===== src/rtl/odo_pkg.sv =====
// ----------------------------------------------------------------------------
// odo_pkg - shared types, constants and helpers for the odometry block
// Fixed-point constants, action and register codes, CORDIC arctangent table.
// ----------------------------------------------------------------------------
package odo_pkg;

  localparam int CORDIC_STAGES_DEF = 24;

  // Q3.29 angles
  localparam logic signed [33:0] PI_Q29      = 34'sd1686629713;
  localparam logic signed [33:0] TWO_PI_Q29  = 34'sd3373259426;
  localparam logic signed [33:0] HALF_PI_Q29 = 34'sd843314857;
  // Q2.30 start vector, pre-scaled by the CORDIC gain
  localparam logic signed [33:0] CORDIC_GAIN = 34'sd652032874;
  // pi/180 in Q0.32
  localparam logic signed [32:0] DEG_TO_RAD  = 33'sd74961321;

  localparam logic [22:0] TRACK_WIDTH_RST = 23'd786432;
  localparam logic [31:0] DIST_TICK_RST   = 32'd42824582;
  localparam logic [15:0] MIN_IVAL_RST    = 16'd3;

  typedef enum logic [2:0] {
    ACT_UPDATE  = 3'd0,
    ACT_SET_XY  = 3'd1,
    ACT_SET_HD  = 3'd2,
    ACT_CLR_XY  = 3'd3,
    ACT_INIT    = 3'd4,
    ACT_RESTART = 3'd5
  } action_t;

  localparam logic [1:0] CFG_TRACK_WIDTH = 2'd0;
  localparam logic [1:0] CFG_DIST_TICK   = 2'd1;
  localparam logic [1:0] CFG_MIN_IVAL    = 2'd2;

  // atan(2^-i) in Q2.30
  function automatic logic signed [33:0] atan_q30(input logic [4:0] i);
    logic signed [33:0] v;
    unique case (i)
      5'd0:  v = 34'sd843314857;
      5'd1:  v = 34'sd497837829;
      5'd2:  v = 34'sd263043837;
      5'd3:  v = 34'sd133525159;
      5'd4:  v = 34'sd67021687;
      5'd5:  v = 34'sd33543516;
      5'd6:  v = 34'sd16775851;
      5'd7:  v = 34'sd8388437;
      5'd8:  v = 34'sd4194283;
      5'd9:  v = 34'sd2097149;
      5'd31: v = 34'sd0;
      default: v = 34'sd1 <<< (5'd30 - i);
    endcase
    return v;
  endfunction

  function automatic logic signed [31:0] sat32(input logic signed [67:0] v);
    logic signed [31:0] r;
    if (v > 68'sd2147483647)       r = 32'sh7fffffff;
    else if (v < -68'sd2147483648) r = 32'sh80000000;
    else                           r = v[31:0];
    return r;
  endfunction

  // one wrap into plus or minus pi
  function automatic logic signed [31:0] wrap_pi(input logic signed [33:0] t);
    logic signed [33:0] w;
    if (t > PI_Q29)       w = t - TWO_PI_Q29;
    else if (t < -PI_Q29) w = t + TWO_PI_Q29;
    else                  w = t;
    return w[31:0];
  endfunction

endpackage


===== src/rtl/odo_cordic.sv =====
// ----------------------------------------------------------------------------
// odo_cordic - iterative rotation-mode CORDIC
// Folds the angle into plus or minus pi/2, then runs one micro-rotation per
// cycle through one pair of shifters. Cosine and sine come out in Q2.30.
// ----------------------------------------------------------------------------
module odo_cordic
  import odo_pkg::*;
#(
  parameter int STAGES = CORDIC_STAGES_DEF
) (
  input  logic               clk,
  input  logic               rst,
  input  logic               start,
  input  logic signed [33:0] angle,
  output logic               busy,
  output logic               done,
  output logic signed [33:0] cos_out,
  output logic signed [33:0] sin_out
);

  localparam int CW = $clog2(STAGES + 1);

  logic signed [33:0] x, y, z;
  logic [CW-1:0]      cnt;
  logic               neg;
  logic signed [33:0] a1, a2;
  logic               fold;
  logic signed [33:0] dx, dy, at;

  always_comb begin
    if (angle > PI_Q29)       a1 = angle - TWO_PI_Q29;
    else if (angle < -PI_Q29) a1 = angle + TWO_PI_Q29;
    else                      a1 = angle;
    fold = 1'b1;
    if (a1 > HALF_PI_Q29)       a2 = a1 - PI_Q29;
    else if (a1 < -HALF_PI_Q29) a2 = a1 + PI_Q29;
    else begin
      a2   = a1;
      fold = 1'b0;
    end
  end

  assign dx = y >>> cnt;
  assign dy = x >>> cnt;
  assign at = atan_q30(5'(cnt));

  always_ff @(posedge clk) begin
    if (rst) begin
      busy <= 1'b0;
      done <= 1'b0;
      cnt  <= '0;
    end else begin
      done <= !start && busy && (cnt == CW'(STAGES - 1));
      if (start) begin
        busy <= 1'b1;
        cnt  <= '0;
        x    <= CORDIC_GAIN;
        y    <= '0;
        z    <= a2 <<< 1;
        neg  <= fold;
      end else if (busy) begin
        if (!z[33]) begin
          x <= x - dx;
          y <= y + dy;
          z <= z - at;
        end else begin
          x <= x + dx;
          y <= y - dy;
          z <= z + at;
        end
        cnt <= cnt + CW'(1);
        if (cnt == CW'(STAGES - 1)) begin
          busy <= 1'b0;
        end
      end
    end
  end

  assign cos_out = neg ? -x : x;
  assign sin_out = neg ? -y : y;

endmodule


===== config.mk =====
export PLATFORM = sky130hd
export DESIGN_NAME = odo_cordic
export DESIGN_NICKNAME = d
export VERILOG_FILES = /design/src/rtl/odo_pkg.sv /design/src/rtl/odo_cordic.sv
export SDC_FILE = /design/constraint.sdc
export NUM_CORES = 1
export LEC_CHECK = 0
export ABC_AREA = 1
export BUFFER_PORTS_ARGS = -buffer_cell sky130_fd_sc_hd__buf_4
export CORE_ASPECT_RATIO = 2
export CORE_MARGIN = 5
export CORE_UTILIZATION = 45
export CTS_CLUSTER_SIZE = 16
export DETAILED_ROUTE_END_ITERATION = 6
export HOLD_SLACK_MARGIN = 0.08
export MAX_ROUTING_LAYER = met4
export PLACE_DENSITY_LB_ADDON = 0.12
export SYNTH_ARGS = -nofsm -noshare
export SYNTH_HDL_FRONTEND = slang
export SYNTH_SLANG_ARGS = --single-unit

===== constraint.sdc =====
create_clock -name clk -period 6.9 [get_ports clk]
set_input_delay 0 -clock clk [delete_from_list [all_inputs] [get_ports clk]]
set_output_delay 0 -clock clk [all_outputs]
set_load 0.05 [all_outputs]

======== Yosys cells after proc, flatten, opt, wreduce, memory -nomap -nowiden ========
Cells that the tools add are included.
W data, S select, Z words.
cells by class
  add/subtract/negate cells ............... 14
  multiply operators ...................... 0
  divide/modulo/power cells ............... 0
  magnitude comparators ................... 4
  eq/ne operators ......................... 11
  shifts and indexed selects .............. 3
  muxes and demuxes ....................... 18
  bitwise gates (word level) .............. 1
  reductions and logical operators ........ 8
operators with widths
  kind                      number
  $mux W34                  11
  $pmux W34 S11             1
  $add A34 B34 Y34          3
  $sub A34 B34 Y34          3
  $neg A34 Y34              2
  $sshr A34 B5 Y34          2
  $mux W33                  2
  $add A34 B33 Y34 const B  1
  $gt A34 B31 Y1 const B    1
  $gt A34 B32 Y1 const B    1
  $lt A34 B31 Y1 const B    1
  $lt A34 B32 Y1 const B    1
  $sshl A2 B5 Y34 const A   1
  $sub A34 B33 Y34 const B  1
  $add A33 B32 Y33 const B  1
  $sub A33 B32 Y33 const B  1
  $eq A5 B3 Y1 const B      4
  $eq A5 B2 Y1 const B      2
  $eq A5 B4 Y1 const B      2
  $eq A5 B5 Y1 const B      2
  $add A5 B1 Y5 const B     1
  $eq A5 B1 Y1 const B      1
  $logic_not A5 Y1          1
  $sub A5 B5 Y5 const A     1
  other kinds (7)           12
storage, ports and cells
  register bits after elaboration ......... 110
  bits in latches ......................... 0
  bits in writable memories ............... 0
  ROM bits ................................ 0
  bits of input ports ..................... 37
  output and inout port bits .............. 70
  logic and storage cells ................. 67
  memories kept ........................... 0

======== Longest topological paths before layout ========
  word-level depth ........................ 7
  mapped depth ............................ 42
  depth with buffers taken out ............ 39

======== Worst setup path before layout ========
No wires, ideal clock.
  kind .................................... flip-flop to flip-flop
  start point ............................. register cnt[1]
  end point ............................... register z[32], data pin
  library setup time ...................... 0.253 ns
  arrival time ............................ 5.043 ns
  data required time ...................... 6.647 ns
  path slack .............................. 1.604 ns
  stages on the path, launching flop included .. 38
  buffers on the path ..................... 3
  period minus slack after synthesis ...... 5.296 ns
  cells stage by stage .................... dfxtp_1 buf_2 inv_2 buf_2 buf_2 ha_1 nand2_1 nor2_1 nor2_1 nand2_1 nor2_2 nand2_4 inv_1 nand2_1 o21ai_0 inv_1 ha_1 nand2_1 [... 2 more ...] nand3_1 nand3_1 a21boi_0 inv_1 nand2_1 nand2_1 a21oi_1 inv_1 nand2_1 nand3_1 a21boi_0 o21ai_0 a21boi_0 o21ai_0 a21oi_1 nand2_1 nand3_1 nand2_1
between the ends
  word-level cells in the longest chain between the ends .. 7
  elaborated cells on any way between the ends .. 19
  classes of those cells .................. add/sub: 3; eq/ne: 10; shift: 1; mux: 4; reduce/logical: 1
ends and longest elaborated chain
  what                                                  RTL line                            text
  start, declared                                       odo_cordic.sv:24                    logic [CW-1:0] cnt;
  start signal, assigned                                odo_cordic.sv:71                    cnt <= cnt + CW'(1);
  $sub A5 B5 Y5                                         odo_pkg.sv:50                       default: v = 34'sd1 <<< (5'd30 - i);
  $sshl A2 B5 Y34                                       odo_pkg.sv:50
  $pmux W34 S11 (*)                                     odo_pkg.sv:38                       unique case (i)
  $sub A34 B34 Y34 or $add A34 B34 Y34 (tied branches)  odo_cordic.sv:65, odo_cordic.sv:69
  $mux W34 (*)                                          odo_cordic.sv:62                    if (!z[33]) begin
  $mux W34 (*)                                          odo_cordic.sv:61                    end else if (busy) begin
  $mux W34 (*)                                          odo_cordic.sv:54                    if (start) begin
  end signal, assigned                                  odo_cordic.sv:59                    z <= a2 <<< 1;
  end signal, assigned                                  odo_cordic.sv:65                    z <= z - at;
  end signal, assigned                                  odo_cordic.sv:69                    z <= z + at;
  end, declared                                         odo_cordic.sv:23                    logic signed [33:0] x, y, z;
Every way passes the cells marked *; elsewhere a longest branch is shown, timed or not. The select of a mux whose other input is x is not followed.
A chain may end at the register's enable or synchronous reset.

======== Final worst setup path ========
  start point ............................. register cnt[1]
  end point ............................... register y[33], data pin
between the ends
  word-level cells in the longest chain between the ends .. 4
  elaborated cells on any way between the ends .. 5
  classes of those cells .................. add/sub: 2; shift: 1; mux: 2
ends and longest elaborated chain
  what                                                  RTL line                            text
  $sshr A34 B5 Y34 (*)                                  odo_cordic.sv:44                    assign dy = x >>> cnt;
  $add A34 B34 Y34 or $sub A34 B34 Y34 (tied branches)  odo_cordic.sv:64, odo_cordic.sv:68
  $mux W34 (*)                                          odo_cordic.sv:62
  $mux W34 (*)                                          odo_cordic.sv:61
  end signal, assigned                                  odo_cordic.sv:64                    y <= y + dy;
  end signal, assigned                                  odo_cordic.sv:68                    y <= y - dy;
  end, declared                                         odo_cordic.sv:23
Marks and branches as above.

==> impl_metrics.toml <==
[cts]
cts_made_buffers = 9
worstSkewPairLatency_ns = 0.40
cts_root_buffer = "clkbuf_16"
tritoncts = "done"
cts_htree_levels = 3
cts.sinks = 110
cts_setup_buffers = 0
ctsLongestPathBuffers = 2
path_clk_slew_ns = 0.08

[sta]
slew_violations = 0
tightest_slew_ns = 1.19
fmax_mhz = 155
fin_crit_sh_pct = 93.4
min_period_ns = 6.45
fin_setup_tns_ns = 0
finClkSkew_ns = 0.0141
hold_ws_ns = 0.144
setup_viol = 0
final-hold-violation-count = 0
slew_headroom_pct = 19.5
rsz0062_at_grt = "no"

[floorplanning]
die_h_um = 341
die_x_um = 175
rows = 121
placeableCoreArea_mm2 = 0.0544
start_util_pct = 45.2
pin_count = 107
die_area_mm2 = 0.0597

[worst_setup_path]
reg2reg_to = "y[33]$_SDFFCE_PP0P_"
r2r_cells = 27
path_max_fanout = 53
r2r_slack_ns = 0.45
worst_setup_path_end_kind = "flip-flop"
critPathKind = "reg -> reg"
required_ns = 7.05
worst_ep_arrival_time_ns = 6.60
r2r_start = "cnt[1]$_SDFFE_PP0P_"
start_kind = "flip-flop"

[logic_synthesis]
synth_area_leaders = "nand2_1 (21%), edfxtp_1 (13%), inv_1 (7.9%)"
synth_area_mm2 = 0.0246
ys_types = 62
syn_area_per_cell_um2 = 5.52
synth_top_area_cell = "nand2_1"
synth-seq-cells = 110
ys.flop_type = "edfxtp_1"
synthArstFlopShare_pct = 0
syn_nets = 4608
synth-edff-count = 103
ys_warn_count = 0
ys_seq_area_share_pct = 13.1
synthCells = 4451
synth_top_area_share_pct = 21.3

[power]
leakagePower_nw = 13.1
seqPwrFrac_pct = 14.7
clock_power_share_pct = 6.4
switchingPower_w = 0.00586
cellPowerDensity_mw_per_mm2 = 371
p_comb_share_pct = 79.0
vdd_ir_drop_max_uv = 232
intPower_w = 0.00382
p_sw_share_pct = 60.5
p_total_w = 0.00968

[grt]
grt_use_total_pct = 35.1
grt_max_degree = 89
grt_pass1_vias = 28400
antenna_found_initial = 2
grt_pass1_wl_um = 158000
grt_overflow = 0

[layout]
final_nets = 4613
n_fill_cell = 6201
final_core_util_pct = 48.1
final_layout_size_suffix_gt1_share_pct = 6.68
finalInstanceArea_mm2 = 0.0261
syn2layout_area_growth_pct = 6.21

[detailed_routing]
num_vias = 29000
wl_per_cell_um = 20.5
ant_nets = 0
wirelength_um = 105000
drc = 0
viasPerCell = 5.65
drt-initial-drc-count = 1697
first_pass_iters = 6

[min_path]
hold_path_depth = 4
hold_end = "z[1]$_DFFE_PP_"
hp-start = "angle[0]"
hp-class = "in -> reg"

[placement]
placed_cell_area_mm2 = 0.0258
port-buffer-count = 106
gp_congestion = 1.11
place_hpwl_um = 87300

[flow_run]
max-cap-violations = 0

[status]
status = "finished, final reports clean"
per-stage QoR:
step / std cells / worst slack (ns)
after CTS: 5137 / 0.283
after detailed placement: 5120 / 0.307
after floorplan: 4451 / 1.60
after global routing: 5138 / 0.000443
after global placement: 5120 / 0.410
final: 5138 / 0.453
what timing repair did:
item,4_1_cts,5_1_grt
resized for setup,0,9
endpoints found under the hold margin,8,0
setup endpoints to repair,0,14
hold buffers,1,0
layout by cell type (no fill, tap or decap), types with 10 or more instances in the layout:
cell,synthesis,final
buf_4,26,149
a21o_1,13,13
a21boi_0,13,13
ha_1,117,117
xnor2_1,41,41
nand2_1,1397,1396
nor3_1,80,80
nor2_2,20,19
nand2_2,31,31
a31oi_1,32,32
edfxtp_1,103,103
o21ai_0,360,357
nand3b_1,10,10
o21ai_1,18,21
nand3_1,295,295
o21a_1,27,27
nor2_1,498,498
o211ai_1,20,20
a21oi_1,260,260
inv_1,515,512
nor4_1,17,17
inv_2,31,33
mux2i_1,28,28
or2_2,14,14
nand4_1,70,70
xor2_1,187,187
registers in the layout, summed over array words and instances (netlist names):
| signal | cells |
|---|---|
| x | 34 |
| y | 34 |
| z | 34 |
| cnt | 5 |
| busy | 1 |
| done | 1 |
| neg | 1 |
kinds of logic after synthesis:
family,count (synthesis),synth area share (%)
mux,28,1.14
fa+ha+maj,120,6.20
buf+inv,711,11.8
simple gates,2462,42.0
flops,110,13.1
compound gates,792,17.6
xor+xnor,228,8.12
routing by layer:
metal / track usage (%) / wire [µm]
met1: 30.4 / 34200
met4: 33.3 / 12600
met5: - / 0
met3: 3.03 / 3500
met2: 64.9 / 55000
cells in the mapped netlist, types with 14 or more instances:
master    number
nor3_1        80
nand4_1       70
xnor2_1       41
nand2_1     1397
a31oi_1       32
nor2_2        20
nand3_1      295
edfxtp_1     103
buf_4         26
or2_2         14
nor2_1       498
nand2_2       31
a21oi_1      260
nor4_1        17
clkbuf_1      50
o21a_1        27
inv_2         31
buf_2         49
mux2i_1       28
o21ai_1       18
xor2_1       187
inv_1        515
buf_1         24
o211ai_1      20
o21ai_0      360
ha_1         117
critical path, cell delays in order (launching register included):
cell,delay [ns]
dfxtp_2,0.42
inv_2,0.11
buf_4,0.50
mux2i_1,0.33
nand2_1,0.07
o21ai_0,0.15
o21ai_0,0.36
o21ai_0,0.32
buf_4,0.19
nand2_1,0.06
nor2_1,0.19
nand2_1,0.07
nor2_1,0.47
nand3_1,0.26
o21ai_0,0.48
o21ai_0,0.21
xor2_1,0.26
inv_1,0.07
ha_1,0.35
nand2_1,0.09
inv_1,0.09
nand3_1,0.13
nor4_1,0.37
nand2_1,0.14
o2111ai_1,0.13
a31oi_1,0.09
a21oi_1,0.16
nor2_1,0.06
how the worst max path moves through the flow:
stage / startpoint / end / slack [ns] / depth (start not counted)
finish: cnt[1]$_SDFFE_PP0P_ / y[33]$_SDFFCE_PP0P_ / 0.45 / 27
global route: cnt[0]$_SDFFE_PP0P_ / y[33]$_SDFFCE_PP0P_ / 0.0004 / 35
CTS: cnt[0]$_SDFFE_PP0P_ / x[30]$_SDFFCE_PP0P_ / 0.28 / 34
detailed placement: cnt[0]$_SDFFE_PP0P_ / x[30]$_SDFFCE_PP0P_ / 0.31 / 34
global placement: cnt[0]$_SDFFE_PP0P_ / y[33]$_SDFFCE_PP0P_ / 0.41 / 26
floorplan: cnt[1]$_SDFFE_PP0P_ / z[32]$_DFFE_PP_ / 1.60 / 37
power by group through the flow:
| stage | registers [W] | logic [W] | clock network [W] |
|---|---|---|---|
| floorplan | 0.00127 | 0.00545 | 0 |
| global placement | 0.00143 | 0.00753 | 0 |
| detailed placement | 0.00143 | 0.00755 | 0 |
| CTS | 0.00141 | 0.00758 | 0.000632 |
| global route | 0.00144 | 0.00844 | 0.000652 |
| finish | 0.00142 | 0.00764 | 0.000618 |
layout make-up:
type	count	area, µm²	share of cell area, %
Multi-Input combinational cell	3630	18500	70.7
Clock buffer	9	225	0.862
Tap cell	676	846	3.24
Inverter	553	2090	7.99
Antenna cell	1	2.50	0.00958
Timing Repair Buffer	152	1160	4.44
Sequential cell	110	3240	12.4
Clock inverter	7	95.1	0.364
No activity file was read; power rests on OpenSTA's default activity.
